===== src/rtl/hoa_pkg.sv =====
`timescale 1ns / 1ps
package hoa_pkg;
	localparam int RECORD_SLOTS = 32;
	localparam int INDEX_SLOTS = 64;	// power of two: bucket wrap is a mask
	localparam int KEY_BYTES = 8;
	localparam int IX_W = $clog2(INDEX_SLOTS);
	localparam int SL_W = $clog2(RECORD_SLOTS);
	localparam int CNT_W = $clog2(RECORD_SLOTS + 1);
	localparam int HS_STEPS = KEY_BYTES + 2;
	localparam int HS_W = $clog2(HS_STEPS);
	localparam int CFG_IDX_W = 1;

	localparam logic [31:0] FNV_BASIS = 32'd2166136261;
	localparam logic [31:0] FNV_PRIME = 32'd16777619;
	localparam logic [31:0] CNT_MAX = 32'hFFFF_FFFF;

	localparam logic [CFG_IDX_W-1:0] CFG_MONITORING = 1'b0;
	localparam logic [CFG_IDX_W-1:0] CFG_COLLECTION = 1'b1;
	localparam logic ACT_RECORD = 1'b0;
	localparam logic ACT_FLUSH = 1'b1;
	localparam logic KIND_RECORD = 1'b0;
	localparam logic KIND_MARKER = 1'b1;

	typedef struct packed {
		logic action;
		logic [63:0] identity_key;
		logic [1:0] shader_stage;
		logic [1:0] pixel_path;
		logic [63:0] frame_number;
		logic [31:0] scope_tag;
		logic last_in_draw;
	} item_t;

	typedef struct packed {
		logic result_kind;
		logic [63:0] record_key;
		logic [1:0] record_stage;
		logic [1:0] record_route;
		logic [63:0] first_seen;
		logic [63:0] last_seen;
		logic [31:0] draws;
		logic [31:0] uber_draws;
		logic [31:0] other_draws;
		logic [63:0] marker_frame;
		logic last;
	} result_t;

	// classified command from front to back
	typedef struct packed {
		logic flush;
		logic [63:0] key;
		logic [1:0] stage;
		logic [1:0] route;
		logic [63:0] frame;
		logic [31:0] scope;
		logic [IX_W-1:0] home;
	} cmd_t;

	typedef struct packed {
		logic [63:0] key;
		logic [1:0] stage;
		logic [1:0] route;
		logic [63:0] first;
		logic [63:0] last;
		logic [31:0] draws;
		logic [31:0] uber;
		logic [31:0] other;
	} slot_t;

	// all ones when the key is the full 64 bits (shift wraps to zero)
	function automatic logic [63:0] key_mask();
		key_mask = (64'd1 << (8 * KEY_BYTES)) - 64'd1;
	endfunction

	function automatic logic [31:0] sat_inc(input logic [31:0] v);
		sat_inc = (v == CNT_MAX) ? v : v + 32'd1;
	endfunction
endpackage


===== src/rtl/hoa_front.sv =====
`timescale 1ns / 1ps
module hoa_front (
	input logic clk,
	input logic arst_n,
	input logic push,
	output logic full,
	input hoa_pkg::item_t item,
	input logic monitoring_on,
	output logic cmd_valid,
	output hoa_pkg::cmd_t cmd,
	input logic cmd_pop
);
	import hoa_pkg::*;

	typedef enum logic [2:0] {
		F_IDLE = 3'b001,
		F_HASH = 3'b010,
		F_PUSH = 3'b100
	} fst_t;

	fst_t st_q;
	cmd_t c_q;
	logic [31:0] h_q;
	logic [HS_W-1:0] hs_q;
	cmd_t qm_q [2];
	logic qw_q, qr_q;
	logic [1:0] qc_q;

	logic take, qfull, qpush, qpop;
	logic [1:0] route;
	logic [63:0] ksh;
	logic [7:0] hd;
	logic [31:0] h_nx;
	cmd_t qin;

	assign full = (st_q != F_IDLE);
	// record items with monitoring off cause nothing and are dropped here
	assign take = push && !full && (item.action == ACT_FLUSH || monitoring_on);

	always_comb begin
		case (item.shader_stage)
			2'd0: route = 2'd0;
			2'd1: route = item.pixel_path;
			default: route = 2'd1;
		endcase
	end

	assign ksh = c_q.key >> {hs_q, 3'b000};
	always_comb begin
		if (hs_q < HS_W'(KEY_BYTES)) hd = ksh[7:0];
		else if (hs_q == HS_W'(KEY_BYTES)) hd = {6'd0, c_q.stage};
		else hd = {6'd0, c_q.route};
	end
	assign h_nx = (h_q ^ {24'd0, hd}) * FNV_PRIME;

	assign qfull = (qc_q == 2'd2);
	assign qpush = (st_q == F_PUSH) && !qfull;
	assign qpop = cmd_pop && cmd_valid;

	always_comb begin
		qin = c_q;
		qin.home = h_q[IX_W-1:0];
	end

	always_ff @(posedge clk or negedge arst_n) begin
		if (!arst_n) begin
			st_q <= F_IDLE;
			hs_q <= '0;
		end else begin
			case (st_q)
				F_IDLE: begin
					if (take) begin
						hs_q <= '0;
						st_q <= (item.action == ACT_FLUSH) ? F_PUSH : F_HASH;
					end
				end
				F_HASH: begin
					hs_q <= hs_q + HS_W'(1);
					if (hs_q == HS_W'(HS_STEPS - 1)) st_q <= F_PUSH;
				end
				F_PUSH: begin
					if (!qfull) st_q <= F_IDLE;
				end
				default: st_q <= F_IDLE;
			endcase
		end
	end

	always_ff @(posedge clk) begin
		if (st_q == F_IDLE && take) begin
			c_q.flush <= item.action;
			c_q.key <= item.identity_key & key_mask();
			c_q.stage <= item.shader_stage;
			c_q.route <= route;
			c_q.frame <= item.frame_number;
			c_q.scope <= item.scope_tag;
			c_q.home <= '0;
			h_q <= FNV_BASIS;
		end else if (st_q == F_HASH) begin
			h_q <= h_nx;
		end
		if (qpush) qm_q[qw_q] <= qin;
	end

	always_ff @(posedge clk or negedge arst_n) begin
		if (!arst_n) begin
			qw_q <= 1'b0;
			qr_q <= 1'b0;
			qc_q <= '0;
		end else begin
			if (qpush) qw_q <= ~qw_q;
			if (qpop) qr_q <= ~qr_q;
			qc_q <= qc_q + {1'b0, qpush} - {1'b0, qpop};
		end
	end

	assign cmd_valid = (qc_q != 2'd0);
	assign cmd = qm_q[qr_q];
endmodule


===== config.mk =====
export PLATFORM = sky130hd
export DESIGN_NAME = hoa_front
export DESIGN_NICKNAME = d
export VERILOG_FILES = /design/src/rtl/hoa_pkg.sv /design/src/rtl/hoa_front.sv
export SDC_FILE = /design/constraint.sdc
export NUM_CORES = 1
export LEC_CHECK = 0
export BUFFER_PORTS_ARGS = -buffer_cell sky130_fd_sc_hd__buf_4
export CAP_MARGIN = 5
export CORE_ASPECT_RATIO = 1.75
export CORE_MARGIN = 2
export CORE_UTILIZATION = 50
export CTS_BUF_LIST = sky130_fd_sc_hd__clkbuf_2 sky130_fd_sc_hd__clkbuf_4 sky130_fd_sc_hd__clkbuf_8
export DETAILED_ROUTE_END_ITERATION = 12
export HOLD_SLACK_MARGIN = 0.15
export PLACE_DENSITY = 0.73
export SYNTH_ARGS = -nofsm -noshare
export SYNTH_HDL_FRONTEND = slang
export SYNTH_SLANG_ARGS = --single-unit

===== constraint.sdc =====
create_clock -name clk -period 27.6 [get_ports clk]
set_input_delay 5.52 -clock clk [delete_from_list [all_inputs] [get_ports clk]]
set_output_delay 5.52 -clock clk [all_outputs]
set_load 0.02 [all_outputs]

=== Yosys cells after proc, flatten, opt, wreduce, memory -nomap -nowiden ===
Memory sizes are Yosys's and may differ from the RTL's.
Index checks and enable logic that the tools add are counted.

* Register bits after elaboration: 208
* Memory bits (writable): 342
* Bits of input ports: 171
* Logic and storage cells: 58
* Memories kept: 1

* Add/subtract/negate cells: 3
* Multiply operators: 1
* Magnitude comparators: 1
* Equality and inequality tests: 11
* Shift-type cells: 1
* Multiplexer cells: 12
* Bitwise logic cells: 3
* Reductions and logical operators: 13

{| class="wikitable"
|+ Memory list
! memory !! words !! bits a word !! rd ports !! clocked after Yosys merged registers in !! wr ports !! line !! RTL
|-
| qm_q || 2 || 171 || 1 || 0 || 1 || hoa_front.sv:25 || <nowiki>cmd_t qm_q [2];</nowiki>
|}

{| class="wikitable"
|+ Operator list
! kind !! count
|-
| $shr A64 B7 Y8 || 1
|-
| $mul A32 B25 Y32 const B || 1
|-
| $xor A32 B8 Y32 || 1
|-
| $mux W3 || 4
|-
| $pmux W3 S3 || 1
|-
| $eq A4 B4 Y1 const B || 2
|-
| $mux W8 || 1
|-
| $pmux W4 S2 || 1
|-
| $ne A2 B2 Y1 const B || 3
|-
| $logic_and A1 B1 Y1 || 5
|-
| $add A4 B1 Y4 const B || 1
|-
| $lt A4 B4 Y1 const B || 1
|-
| $mux W4 || 1
|-
| $pmux W2 S2 || 1
|-
| $reduce_bool A2 Y1 || 2
|-
| $eq A3 B1 Y1 const B || 1
|-
| $eq A3 B2 Y1 const B || 1
|-
| $eq A3 B3 Y1 const B || 1
|-
| $ne A3 B1 Y1 const B || 1
|-
| $reduce_and A3 Y1 || 1
|-
| $add A2 B1 Y2 || 1
|-
| $eq A2 B1 Y1 const B || 1
|-
| $eq A2 B2 Y1 const B || 1
|-
| $logic_not A1 Y1 || 2
|-
| 7 further kinds || 9
|}

=== Logic depth before layout (Yosys ltp) ===
* Depth in word-level cells: 6
* Mapped depth: 20
* Gate-level depth less buffers: 18

=== Worst setup path before layout ===
No wires, ideal clock.

* Path type: register -> register
* Start: reg qc_q[1]
* End: mem qm_q[0][0] (netlist name), enable pin
* Arrival: 8360 ps
* Slack: 18536 ps
* Cell stages (with the launch flop): 5
* Period minus slack after synthesis: 9064 ps
* Cells stage by stage: dfrtp_1 > nor2b_1 > or4b_2 > clkbuf_1 > nor2_1

* Cells in the longest elaborated chain, start to end: 5

{| class="wikitable"
|+ RTL lines
! element !! line !! RTL
|-
| start, declared || hoa_front.sv:27 || <nowiki>logic [1:0] qc_q;</nowiki>
|-
| start signal, assigned || hoa_front.sv:113 || <nowiki>qc_q <= qc_q + {1'b0, qpush} - {1'b0, qpop};</nowiki>
|-
| $eq A2 B2 Y1 || hoa_front.sv:56 || <nowiki>assign qfull = (qc_q == 2'd2);</nowiki>
|-
| $logic_not A1 Y1 || n/a ||
|-
| $logic_and A1 B1 Y1 || hoa_front.sv:57 || <nowiki>assign qpush = (st_q == F_PUSH) && !qfull;</nowiki>
|-
| $mux W1 || hoa_front.sv:102 || <nowiki>if (qpush) qm_q[qw_q] <= qin;</nowiki>
|-
| $mux W1 (implied by the code) || hoa_front.sv:102 ||
|-
| end, declared || hoa_front.sv:25 ||
|}

No other way between the ends.

==> metrics <==
outcome=completed; Vias/cell=5.09; GR Overflow Total=0; CTS Buf Count=72; initial antenna violation count=8; Pwr Total=2110 µW; Post-CTS Hold Buffers=0; Post-Synth XOR/XNOR Area=0.0100; post-layout util=0.625; skew final=0.0301 ns; Post-synth top flop=edfxtp_1; number of synthesized flops with an enable pin=around 510; RSZ-0062 raised after global routing=false; Rel. slew slack=0.262; most frequent CP cell=buf_4; CP cell instances=buf_4 -> mux2_2 -> buf_4; Synth Area in Simple Gates=0.0116; Tcrit/Tclk final=0.321; YS warnings=0; Setup violations, final=0; Worst-Skew Late Latency=0.63 ns; mux contribution to synthesized area=0.121; First DRT Iteration DRCs=387; fraction of layout cells with a size suffix above 1=0.501; post-cts sizing count=0; CTS root buf=clkbuf_8; Residual DRC=0; PD cells=90.3 mW/mm²; full die area=between 0.03 and 0.04 mm²; average size of a mapped cell=22.1 µm²; die height=261 µm; Tmin final=8.85 ns; TNS Setup=0 ns; CTS tree=built; R2R cell count=17; count leader, synth=edfxtp_1; max_cap viols=0; Max stage delay on crit path=0.99 ns; Total GRT Usage=0.187; FP Rows=94; Post-DRT Antenna Nets=0; Synth Area in Adders=0.00971; IO buf count=342; Synth async-reset ratio=0.0210; initial core utilization=0.503; largest net degree at the start of global routing=between 150 and 200; Compound-Gate Fraction of Synth Area=0.00659; cell family with the largest share of critical-path delay=buffers and inverters; number of nets in the layout=1430; Seq/Total Area, Yosys=0.831; Area Growth Syn to Fin=24.3%; Synth top cells by count=edfxtp_1, mux2_2, clkbuf_1; final hold viol count=0; clk slew on worst S/H paths=0.07 ns; first-pass GRT wire length=54000 µm; I/O Pins=344; Final Max Tran Viols=0; # Post-CTS Setup Buffers=0; Synth top area share=0.810; final wirelength=roughly 37000 µm; cells after synthesis=850; dominant cells by area after synthesis=edfxtp_1, mux2_2, dfrtp_1, ha_1, mux4_1; clk sinks=about 520; via count=9078; Yosys reg bits=524; crit path kind=reg2out; CP bufs+invs=2; Core Region=approximately 0.037 mm²; hold slack=0.436 ns; Max Root-Sink Buffers=3; HPWL after DPL=23800 µm; WP data arrival=~3.3 ns; Worst Tran Pin Value=about 1.1 ns; chip width=roughly 150 µm; syn nets=1035; critical path launch point type=flip-flop; synth unique cells=48; Peak VDD IR=56.6 µV; H-Tree Depth=3; Pre-antenna DRT Iters=4; routed length per instance=roughly 21 µm; crit end category=primary output; synthesized area=roughly 0.019 mm²; CP max FO=75; worst hold path type=reg2reg; critical path's slowest cell=dfrtp_4; Cells on Worst Hold Path=0; CP Depth=3; CP Data Required Time=between 20 and 25 ns; dominant cell type by area after synthesis=edfxtp_1; Static Leak=around 0.0084 µW; Routability Congestion=0.765; fmax=113 MHz; vias in the first global route=9899; combinational family with the most area after synthesis=multiplexers
-- path summary, 6_finish.rpt --
kind,startpoint,to,slack [ns]
setup / recovery,qr_q,cmd[125],18.75
hold / removal,c_q[76],qm_q[1][76],0.44
setup reg to reg,hs_q[0],h_q[5],23.02
hold reg to reg,c_q[76],qm_q[1][76],0.44
max in group asynchronous,arst_n,st_q[0],22.65
min in group asynchronous,arst_n,hs_q[1],4.72
-- through the flow --
step	worst slack [ns]	cell area, µm²	std cells
floorplan	18.54	18800	850
global placement	19.39	21900	1651
detailed placement	19.34	21900	1651
CTS	18.65	23400	1778
global route	18.61	23400	1782
finish	18.75	23400	1785
-- report_power, final --
group,internal (µW),total [µW],switching [µW]
combinational,255,534,279
sequential,944,987,43.4
clock,312,589,277
total,1510,2110,599
-- cell families after synthesis --
| group | after synthesis |
|---|---|
| flops | 524 |
| mux | 193 |
| simple gates | 42 |
| buf+inv | 39 |
| xor+xnor | 20 |
| compound gates | 18 |
| fa+ha+maj | 14 |
-- layer usage --
metal,GRT usage,wire length [µm],up-vias
met5,0,27,-
li1,-,-,4157
met1,0.185,12500,4525
met3,0.0547,2490,88
met4,0.101,1530,4
met2,0.345,20700,304
-- flip-flops by register name, summed over array words and instances (netlist names) --
signal	cells
c_q	165
h_q	6
qw_q	1
qc_q	2
qm_q	342
st_q	3
qr_q	1
hs_q	4
-- layout by cell type, fill, tap and decap left out, types with 7 or more instances in the layout --
master,netlist,final
ha_1,13,13
clkinv_1,0,14
xnor2_1,11,11
inv_1,10,10
dfrtp_1,10,9
clkbuf_4,0,15
mux2_2,172,172
buf_4,2,347
nor2_1,10,8
clkinv_2,0,14
diode_2,0,7
clkbuf_8,1,75
nand2_1,11,11
edfxtp_1,507,507
mux2i_1,11,11
xor2_1,8,8
-- cell type report --
class	count	area, µm²
clock inverters	37	282
flip-flops and latches	524	15600
clock buffers	90	1140
diodes	7	17.5
inverters	11	46.3
multi-input cells	287	3010
repair buffers	349	2650
fillers	2686	14000
well taps	480	601
Note: power is estimated with default switching activity, not from simulation.
